**config.mk**
```make
export PLATFORM = sky130hd
export DESIGN_NAME = escaped_key_value_list_parser_flat
export DESIGN_NICKNAME = d
export VERILOG_FILES = /design/src/hw/rtl/ekvp_pkg.sv /design/src/hw/rtl/ekvp_if.sv /design/src/hw/rtl/ekvp_parse.sv /design/src/hw/rtl/ekvp_outq.sv /design/src/hw/rtl/escaped_key_value_list_parser.sv /design/src/flat_wrapper.sv
export SDC_FILE = /design/constraint.sdc
export NUM_CORES = 1
export LEC_CHECK = 0
export BUFFER_PORTS_ARGS = -buffer_cell sky130_fd_sc_hd__buf_4
export CORE_MARGIN = 1.5
export CORE_UTILIZATION = 30
export CTS_CLUSTER_DIAMETER = 80
export DETAILED_ROUTE_END_ITERATION = 7
export GPL_ROUTABILITY_DRIVEN = 0
export GPL_TIMING_DRIVEN = 0
export PLACE_DENSITY = 0.44
export SKIP_LAST_GASP = 1
export SLEW_MARGIN = 20
export SYNTH_ARGS = -nofsm -noshare
export SYNTH_HDL_FRONTEND = slang
export SYNTH_HIERARCHICAL = 1
export SYNTH_SLANG_ARGS = --single-unit
```
**constraint.sdc**
```tcl
create_clock -name clk -period 11 [get_ports clk]
set_input_delay 0.55 -clock clk [delete_from_list [all_inputs] [get_ports clk]]
set_output_delay 0.55 -clock clk [all_outputs]
set_load 0.02 [all_outputs]
```
**src/hw/rtl/ekvp_pkg.sv**
```systemverilog
`timescale 1ns / 1ps
`default_nettype none
package ekvp_pkg;

    localparam int CHAR_W  = 8;
    localparam int KLIM_W  = 7;
    localparam int VLIM_W  = 12;
    localparam int CFG_W   = 12;
    localparam int CFG_IDX_W = 1;
    localparam int SLOTS   = 3;

    localparam logic [KLIM_W-1:0] KEY_LIMIT_RESET   = 7'd127;
    localparam logic [VLIM_W-1:0] VALUE_LIMIT_RESET = 12'd4095;

    localparam logic [CFG_IDX_W-1:0] CFG_KEY_LIMIT   = 1'b0;
    localparam logic [CFG_IDX_W-1:0] CFG_VALUE_LIMIT = 1'b1;

    localparam logic [7:0] CH_END   = 8'h00;
    localparam logic [7:0] CH_ESC   = 8'h5C;
    localparam logic [7:0] CH_EQ    = 8'h3D;
    localparam logic [7:0] CH_COMMA = 8'h2C;
    localparam logic [7:0] CH_SEMI  = 8'h3B;

    typedef enum logic [1:0] {
        KIND_KEY     = 2'd0,
        KIND_VALUE   = 2'd1,
        KIND_PAIR    = 2'd2,
        KIND_VERDICT = 2'd3
    } kind_t;

    typedef enum logic [1:0] {
        VERD_EMPTY     = 2'd0,
        VERD_VALID     = 2'd1,
        VERD_OVERFLOW  = 2'd2,
        VERD_MALFORMED = 2'd3
    } verd_t;

    typedef struct packed {
        kind_t       kind;
        logic [7:0]  ch;
        verd_t       verd;
    } result_t;

    typedef struct packed {
        logic [1:0]          count;
        result_t [SLOTS-1:0] slot;
    } bundle_t;

endpackage
`default_nettype wire

```
**src/hw/rtl/ekvp_if.sv**
```systemverilog
`timescale 1ns / 1ps
`default_nettype none
interface ekvp_char_if;
    logic       valid;
    logic       ready;
    logic [7:0] char_code;

    modport source (output valid, output char_code, input ready);
    modport sink   (input valid, input char_code, output ready);
endinterface

interface ekvp_item_if;
    logic       valid;
    logic       ready;
    logic [1:0] item_kind;
    logic [7:0] out_char;
    logic [1:0] verdict;
    logic       run_last;

    modport source (output valid, output item_kind, output out_char, output verdict,
                    output run_last, input ready);
    modport sink   (input valid, input item_kind, input out_char, input verdict,
                    input run_last, output ready);
endinterface
`default_nettype wire

```
**src/hw/rtl/ekvp_parse.sv**
```systemverilog
`timescale 1ns / 1ps
`default_nettype none
module ekvp_parse (
    input  wire logic                           clk,
    input  wire logic                           rst_n,
    input  wire logic                           take,
    input  wire logic [7:0]                     char_code,
    input  wire logic                           cfg_we,
    input  wire logic [ekvp_pkg::CFG_IDX_W-1:0] cfg_index,
    input  wire logic [ekvp_pkg::CFG_W-1:0]     cfg_data,
    output ekvp_pkg::bundle_t                   bund
);
    import ekvp_pkg::*;

    typedef enum logic [1:0] {
        PH_SKIP  = 2'd0,
        PH_KEY   = 2'd1,
        PH_VALUE = 2'd2,
        PH_DONE  = 2'd3
    } phase_t;

    phase_t              phase_reg, phase_next;
    logic                esc_reg, esc_next;
    logic [KLIM_W-1:0]   kcnt_reg, kcnt_next;
    logic [VLIM_W-1:0]   vcnt_reg, vcnt_next;
    logic                pair_reg, pair_next;
    logic [KLIM_W-1:0]   klim_reg;
    logic [VLIM_W-1:0]   vlim_reg;

    logic                is_ws;
    logic                is_end;
    logic                is_term;

    assign is_ws   = (char_code inside {[8'd9:8'd13], 8'd32});
    assign is_end  = (char_code == CH_END);
    assign is_term = is_end || (char_code == CH_SEMI);

    always_comb
    begin
        logic [1:0] n;
        logic       in_key;
        logic       fin;
        verd_t      fin_v;

        n          = 2'd0;
        fin        = 1'b0;
        fin_v      = VERD_EMPTY;
        in_key     = 1'b0;
        phase_next = phase_reg;
        esc_next   = esc_reg;
        kcnt_next  = kcnt_reg;
        vcnt_next  = vcnt_reg;
        pair_next  = pair_reg;
        bund       = '0;

        case (phase_reg)
            PH_DONE:
            begin
                if (is_end)
                begin
                    phase_next = PH_SKIP;
                    esc_next   = 1'b0;
                    kcnt_next  = '0;
                    vcnt_next  = '0;
                    pair_next  = 1'b0;
                end
            end
            PH_SKIP:
            begin
                if (is_term)
                begin
                    fin   = 1'b1;
                    fin_v = pair_reg ? VERD_VALID : VERD_EMPTY;
                end
                else if (!is_ws)
                begin
                    in_key    = 1'b1;
                    kcnt_next = '0;
                    esc_next  = 1'b0;
                end
            end
            PH_KEY:
            begin
                in_key = 1'b1;
            end
            PH_VALUE:
            begin
                if (esc_reg)
                begin
                    esc_next = 1'b0;
                    if (is_end)
                    begin
                        bund.slot[n] = '{KIND_VALUE, CH_ESC, VERD_EMPTY};
                        n = n + 2'd1;
                        bund.slot[n] = '{KIND_PAIR, 8'd0, VERD_EMPTY};
                        n = n + 2'd1;
                        fin   = 1'b1;
                        fin_v = VERD_VALID;
                    end
                    else
                    begin
                        bund.slot[n] = '{KIND_VALUE, char_code, VERD_EMPTY};
                        n = n + 2'd1;
                        vcnt_next = vcnt_reg + 1'b1;
                    end
                end
                else if (is_term)
                begin
                    bund.slot[n] = '{KIND_PAIR, 8'd0, VERD_EMPTY};
                    n = n + 2'd1;
                    fin   = 1'b1;
                    fin_v = VERD_VALID;
                end
                else if (char_code == CH_COMMA)
                begin
                    bund.slot[n] = '{KIND_PAIR, 8'd0, VERD_EMPTY};
                    n = n + 2'd1;
                    pair_next  = 1'b1;
                    phase_next = PH_SKIP;
                end
                else if (vcnt_reg >= vlim_reg)
                begin
                    fin   = 1'b1;
                    fin_v = VERD_OVERFLOW;
                end
                else if (char_code == CH_ESC)
                begin
                    esc_next = 1'b1;
                end
                else
                begin
                    bund.slot[n] = '{KIND_VALUE, char_code, VERD_EMPTY};
                    n = n + 2'd1;
                    vcnt_next = vcnt_reg + 1'b1;
                end
            end
            default:
            begin
                phase_next = PH_SKIP;
            end
        endcase

        // key handling, entered from the key phase or straight out of skip
        if (in_key)
        begin
            phase_next = PH_KEY;
            if (esc_reg && phase_reg == PH_KEY)
            begin
                esc_next = 1'b0;
                if (is_end)
                begin
                    bund.slot[n] = '{KIND_KEY, CH_ESC, VERD_EMPTY};
                    n = n + 2'd1;
                    fin   = 1'b1;
                    fin_v = VERD_MALFORMED;
                end
                else
                begin
                    bund.slot[n] = '{KIND_KEY, char_code, VERD_EMPTY};
                    n = n + 2'd1;
                    kcnt_next = kcnt_reg + 1'b1;
                end
            end
            else if (is_term)
            begin
                fin   = 1'b1;
                fin_v = VERD_MALFORMED;
            end
            else if (char_code == CH_EQ)
            begin
                if (kcnt_next == '0)
                begin
                    fin   = 1'b1;
                    fin_v = VERD_MALFORMED;
                end
                else
                begin
                    phase_next = PH_VALUE;
                    vcnt_next  = '0;
                end
            end
            else if (kcnt_next >= klim_reg)
            begin
                fin   = 1'b1;
                fin_v = VERD_OVERFLOW;
            end
            else if (char_code == CH_ESC)
            begin
                esc_next = 1'b1;
            end
            else
            begin
                bund.slot[n] = '{KIND_KEY, char_code, VERD_EMPTY};
                n = n + 2'd1;
                kcnt_next = kcnt_next + 1'b1;
            end
        end

        if (fin)
        begin
            bund.slot[n] = '{KIND_VERDICT, 8'd0, fin_v};
            n = n + 2'd1;
            esc_next = 1'b0;
            if (is_end)
            begin
                phase_next = PH_SKIP;
                kcnt_next  = '0;
                vcnt_next  = '0;
                pair_next  = 1'b0;
            end
            else
            begin
                phase_next = PH_DONE;
            end
        end

        bund.count = n;
    end

    always_ff @(posedge clk or negedge rst_n)
    begin
        if (!rst_n)
        begin
            phase_reg <= PH_SKIP;
            esc_reg   <= 1'b0;
            kcnt_reg  <= '0;
            vcnt_reg  <= '0;
            pair_reg  <= 1'b0;
            klim_reg  <= KEY_LIMIT_RESET;
            vlim_reg  <= VALUE_LIMIT_RESET;
        end
        else
        begin
            if (take)
            begin
                phase_reg <= phase_next;
                esc_reg   <= esc_next;
                kcnt_reg  <= kcnt_next;
                vcnt_reg  <= vcnt_next;
                pair_reg  <= pair_next;
            end
            if (cfg_we)
            begin
                case (cfg_index)
                    CFG_KEY_LIMIT:   klim_reg <= cfg_data[KLIM_W-1:0];
                    CFG_VALUE_LIMIT: vlim_reg <= cfg_data[VLIM_W-1:0];
                    default:         ;
                endcase
            end
        end
    end

endmodule
`default_nettype wire

```
**src/hw/rtl/ekvp_outq.sv**
```systemverilog
`timescale 1ns / 1ps
`default_nettype none
module ekvp_outq (
    input  wire logic              clk,
    input  wire logic              rst_n,
    input  wire logic              load,
    input  wire ekvp_pkg::bundle_t bund,
    output logic                   room,
    ekvp_item_if.source            items
);
    import ekvp_pkg::*;

    result_t [SLOTS-1:0] slot_reg;
    logic [1:0]          cnt_reg, cnt_next;
    logic [1:0]          pos_reg, pos_next;
    logic                at_last;
    logic                drain;
    result_t             cur;

    assign cur     = slot_reg[pos_reg];
    assign at_last = (pos_reg == cnt_reg - 2'd1);
    assign drain   = items.valid && items.ready;

    // free after this edge if empty or the final result leaves now
    assign room = (cnt_reg == 2'd0) || (drain && at_last);

    assign items.valid     = (cnt_reg != 2'd0);
    assign items.item_kind = cur.kind;
    assign items.out_char  = cur.ch;
    assign items.verdict   = cur.verd;
    assign items.run_last  = at_last;

    always_comb
    begin
        cnt_next = cnt_reg;
        pos_next = pos_reg;
        if (drain)
        begin
            if (at_last)
            begin
                cnt_next = 2'd0;
                pos_next = 2'd0;
            end
            else
            begin
                pos_next = pos_reg + 2'd1;
            end
        end
        if (load && bund.count != 2'd0)
        begin
            cnt_next = bund.count;
            pos_next = 2'd0;
        end
    end

    always_ff @(posedge clk or negedge rst_n)
    begin
        if (!rst_n)
        begin
            cnt_reg <= 2'd0;
            pos_reg <= 2'd0;
        end
        else
        begin
            cnt_reg <= cnt_next;
            pos_reg <= pos_next;
        end
    end

    always_ff @(posedge clk)
    begin
        if (load && bund.count != 2'd0)
        begin
            slot_reg <= bund.slot;
        end
    end

endmodule
`default_nettype wire

```
**src/hw/rtl/escaped_key_value_list_parser.sv**
```systemverilog
`timescale 1ns / 1ps
`default_nettype none
// A character's first result is registered and valid the cycle after it is accepted.
// Throughput: one character per cycle while items.ready is high; a character causing k
// results (k up to three) holds the input while the result register drains them.
// Characters causing no result are taken every cycle.
// Reset: asynchronous, active low; parser rearmed, limits at their maximum.
module escaped_key_value_list_parser (
    input  wire logic                           clk,
    input  wire logic                           rst_n,
    ekvp_char_if.sink                           chars,
    ekvp_item_if.source                         items,
    input  wire logic                           cfg_we,
    input  wire logic [ekvp_pkg::CFG_IDX_W-1:0] cfg_index,
    input  wire logic [ekvp_pkg::CFG_W-1:0]     cfg_data
);
    import ekvp_pkg::*;

    bundle_t bund;
    logic    room;
    logic    take;

    assign chars.ready = room;
    assign take        = chars.valid && room;

    ekvp_parse u_parse (
        .clk       (clk),
        .rst_n     (rst_n),
        .take      (take),
        .char_code (chars.char_code),
        .cfg_we    (cfg_we),
        .cfg_index (cfg_index),
        .cfg_data  (cfg_data),
        .bund      (bund)
    );

    ekvp_outq u_outq (
        .clk   (clk),
        .rst_n (rst_n),
        .load  (take),
        .bund  (bund),
        .room  (room),
        .items (items)
    );

endmodule
`default_nettype wire
```
**src/flat_wrapper.sv**
```systemverilog
// flat-port wrapper written by rule: the top's interface ports become plain ports
module escaped_key_value_list_parser_flat import ekvp_pkg::*;
  (clk, rst_n, cfg_we, cfg_index, cfg_data, chars_valid, chars_char_code, chars_ready, items_valid, items_item_kind, items_out_char, items_verdict, items_run_last, items_ready);
  ekvp_char_if chars_i ();
  ekvp_item_if items_i ();
  input  wire logic clk;
  input  wire logic rst_n;
  input  wire logic cfg_we;
  input  wire logic [ekvp_pkg::CFG_IDX_W-1:0] cfg_index;
  input  wire logic [ekvp_pkg::CFG_W-1:0] cfg_data;
  input wire logic [$bits(chars_i.valid)-1:0] chars_valid;
  input wire logic [$bits(chars_i.char_code)-1:0] chars_char_code;
  output wire logic [$bits(chars_i.ready)-1:0] chars_ready;
  output wire logic [$bits(items_i.valid)-1:0] items_valid;
  output wire logic [$bits(items_i.item_kind)-1:0] items_item_kind;
  output wire logic [$bits(items_i.out_char)-1:0] items_out_char;
  output wire logic [$bits(items_i.verdict)-1:0] items_verdict;
  output wire logic [$bits(items_i.run_last)-1:0] items_run_last;
  input wire logic [$bits(items_i.ready)-1:0] items_ready;
  assign chars_i.valid = chars_valid;
  assign chars_i.char_code = chars_char_code;
  assign chars_ready = chars_i.ready;
  assign items_valid = items_i.valid;
  assign items_item_kind = items_i.item_kind;
  assign items_out_char = items_i.out_char;
  assign items_verdict = items_i.verdict;
  assign items_run_last = items_i.run_last;
  assign items_i.ready = items_ready;
  escaped_key_value_list_parser u_core (.clk(clk), .rst_n(rst_n), .chars(chars_i), .items(items_i), .cfg_we(cfg_we), .cfg_index(cfg_index), .cfg_data(cfg_data));
endmodule
```
==> reports/results.tsv <==
stage	metric	value	unit
flow_run	max_cap_violations	0	
die	die_area	19800	sq um
clock_tree	tritoncts	yes	
power	internal-power	923	uW
synthesis	synth.yosys.warnings	6	
timing	finalMaxSlewViolations	0	
critical_path	timing.critical_path.from	chars_char_code[0]	
synthesis	postSynth.topFlopCell	edfxtp_1	
power	portion_of_total_power_attributed_to_combinational_logic	0.520	
power	max-vdd-ir-drop	0.0948	mV
clock_tree	postCtsSetupRepairBufs	0	
synthesis	synthTopCellsByArea	edfxtp_1 19%, dfrtp_1 12%, dfstp_2 8.8%	
die	die_width	141	um
power	sequentialPowerShare	0.312	
critical_path	wp_data_required	11200	ps
cells_and_area	layout-area-overhead-vs-synth	14.9	%
critical_path	crit_family	compound AO/OA/AOI/OAI gates	
synthesis	synth-edff-count	36	
power	net_sw_frac	0.429	
timing	fin_skew	5.35	ps
synthesis	mapped_avg_cell_area	9.06	sq um
cells_and_area	largest_reg_flops	36	
global_routing	number_of_global_route_vias_before_repair	4756	
critical_path	critical_path.cell_chain	buf_4 > clkbuf_1 > or4_1 > o31ai_2 > o221ai_1 > or2_2 > clkbuf_1 > and2_1 > inv_1 > ha_1 > nand2b_1 > a211o_1 > a211oi_1 > nand2_1 > o21ai_1 > xnor2_1 > inv_1 > ha_1 > mux2i_1 > o21a_4 > or3_1 > o22ai_2	
critical_path	start_kind	input port	
timing	timing.final.crit_period	6730	ps
critical_path	crit_type	input port to flop	
clock_tree	cts_hold_repair.buffers	0	
global_routing	antenna_found_initial	0	
synthesis	yosysTopAreaCell	edfxtp_1	
cells_and_area	insertedDiodeCount	0	
clock_tree	cts.reportedPaths.clkPinSlew	60	ps
critical_path	reg2reg_depth	20	
power	cellLeakagePower	0.00270	uW
cells_and_area	layout.cells.most_common	nand2_1	
place	dpl-instance-area	6260	sq um
critical_path	path_max_fanout	39	
power	pwr-share-clk	0.168	
timing	grt_setup_unrepaired	no	
drt	post_drt_wl_per_cell	17.1	um
drt	finalWirelength	15600	um
timing	report.final.hold_viol_count	0	
cells_and_area	finalNetCount	740	
die	top_level_ports	41	
cells_and_area	drive_above_1_share	0.176	
critical_path	crit_path_end_kind	flop	
die	rows	50	
global_routing	gr_ovfl_total	0	
timing	worstMarginPinSlew	1070	ps
critical_path	timing.rr.end	u_core/u_outq/pos_reg[0]$_DFFE_PN0P_	
die	initial_utilization	0.305	
timing	setup_viol	0	
timing	post-route-period-util	0.612	
synthesis	syn_nets	690	
drt	drtIter0Drc	242	
timing	rel_slew_slack	0.278	
clock_tree	worst_skew_pair.late_latency	340	ps
clock_tree	tritoncts.num_buffers	9	
critical_path	cp_data_arrival_time	6940	ps
synthesis	async_flop_share	0.561	
synthesis	synthesis.instances	627	
clock_tree	clk_root_buffer_cell	clkbuf_16	
critical_path	cp_num_buf_inv	5	
drt	vias	4912	
timing	setup_ws	4270	ps
drt	route.detailed.vias_per_inst	5.36	
critical_path	timing.critical_path.slowest_stage_cell	o21ai_1	
clock_tree	clock_path_buffers	2	
global_routing	grt_max_degree	47	
critical_path	worst_r2r_startpoint	u_core/u_parse/phase_reg[0]$_DFFE_PN0P_	
synthesis	netlist.area_leader.share	0.190	
power	power_switching	694	uW
critical_path	ff2ff_setup_slack	4910	ps
synthesis	sequential_fraction_of_the_synthesis_area	0.397	
die	fp.coreArea	18600	sq um
place	place_worst_setup_slack	3960	ps
drt	first_pass_drt_iterations	5	
clock_tree	post_cts_resized	0	
cells_and_area	postLayoutCellArea	6530	sq um
power	power_per_cell_area	248	nW/um^2
cells_and_area	fin_util	0.350	
synthesis	ys_seq_elements	82	
drt	number_of_nets_still_failing_antenna_checks_after_routing	0	
cells_and_area	layout_common_cells	72 x nand2_1, 54 x o21ai_0, 41 x buf_4, 41 x inv_1, 39 x nor2_1	
clock_tree	count_of_clock_tree_sinks	82	
die	die_height	141	um
place	place_hpwl	11700	um
timing	max_freq	149	MHz
critical_path	longest_individual_stage_delay_on_the_worst_path	620	ps
synthesis	synthesis.area	5680	sq um
global_routing	grt.total_usage	0.163	
drt	number_of_design_rule_violations_left_after_detail_routing	0	
synthesis	ys_types	75	
place	count_of_port_buffers_added_during_placement	39	
hold_path	min-delay-path-class	input port to asynchronous set/reset pin	
cells_and_area	n_fill_cell	1956	
run_status	status	completed	
timing	sum_of_negative_setup_slack	0	ps
global_routing	grt_pass1_wl	25100	um
clock_tree	ctsHtreeMaxLevel	3	
-- power by group through the flow --
stage | Clock (uW) | Combinational, uW | Sequential [uW]
after global routing | 295 | 933 | 518
after detailed placement | 0 | 842 | 511
after CTS | 285 | 845 | 506
after floorplan | 0 | 596 | 494
final | 272 | 840 | 505
after global placement | 0 | 833 | 509
-- worst reg2reg max path: cells and delay by family, from the launching register on --
kind / cells / cell delay [ps]
AOI/OAI and AO/OA: 7 / 2400
and+or+nand+nor: 5 / 1300
DFF: 1 / 440
xor gates and xnor gates: 1 / 300
adders and majority gates: 3 / 860
buffers and inverters: 3 / 410
muxes: 1 / 250
-- routing by layer --
metal / global-route usage / wire length, um
met1: 0.221 / 7360
met2: 0.259 / 7270
met3: 0.0265 / 655
met4: 0.0658 / 347
met5: 0 / 0
-- logic make-up (layout without fill, tap and decap cells) --
logic type	after synthesis	in the layout	share of synthesized area
flip-flops	82	82	0.397
AND/OR/NAND/NOR	226	226	0.204
buffers and inverters	74	129	0.0546
AO/OA/AOI/OAI	170	170	0.194
XOR/XNOR	7	7	0.0108
multiplexers	31	31	0.0577
adder cells (fa/ha/maj)	37	37	0.0815
-- through the flow --
| step | std cells | power (uW) | hold WS, ps |
|---|---|---|---|
| after floorplan | 627 | 1090 | 254 |
| after global placement | 900 | 1340 | 501 |
| after detailed placement | 900 | 1350 | 508 |
| after CTS | 916 | 1640 | 254 |
| after global routing | 916 | 1750 | 279 |
| final | 916 | 1620 | 231 |
-- cell type report --
cell class                      count  area, sq um  share of cell area
Multi-Input combinational cell    471         3110               0.477
Sequential cell                    82         2260               0.346
Timing Repair Buffer               39          293              0.0449
Tap cell                          234          293              0.0449
Clock buffer                       10          229              0.0351
Inverter                           43          161              0.0247
Buffer                             31          149              0.0228
Clock inverter                      6         32.5             0.00498
-- how the worst max path moves through the flow --
stage / end / slack, ps / cells after the start
floorplan: u_core/u_outq/pos_reg[0]$_DFFE_PN0P_ / 5410 / 21
global placement: u_core/u_outq/pos_reg[0]$_DFFE_PN0P_ / 4010 / 22
detailed placement: u_core/u_outq/pos_reg[0]$_DFFE_PN0P_ / 3960 / 22
CTS: u_core/u_outq/pos_reg[0]$_DFFE_PN0P_ / 4310 / 22
global route: u_core/u_outq/pos_reg[0]$_DFFE_PN0P_ / 3820 / 22
finish: u_core/u_outq/pos_reg[0]$_DFFE_PN0P_ / 4270 / 22
-- Yosys cell counts, drive strengths merged, types with 6 or more instances --
cell	n
nand2	73
o21ai	61
inv	43
nor2	40
a21oi	37
ha	37
edfxtp	36
dfrtp	27
nand3	24
clkbuf	19
dfstp	19
mux2i	17
nor3	17
and3	15
mux2	14
and2	13
buf	12
o31ai	10
nand2b	8
a211oi	7
nor4	7
a21o	6
or4	6
xnor2	6
No activity file was read; power rests on OpenSTA's default activity.
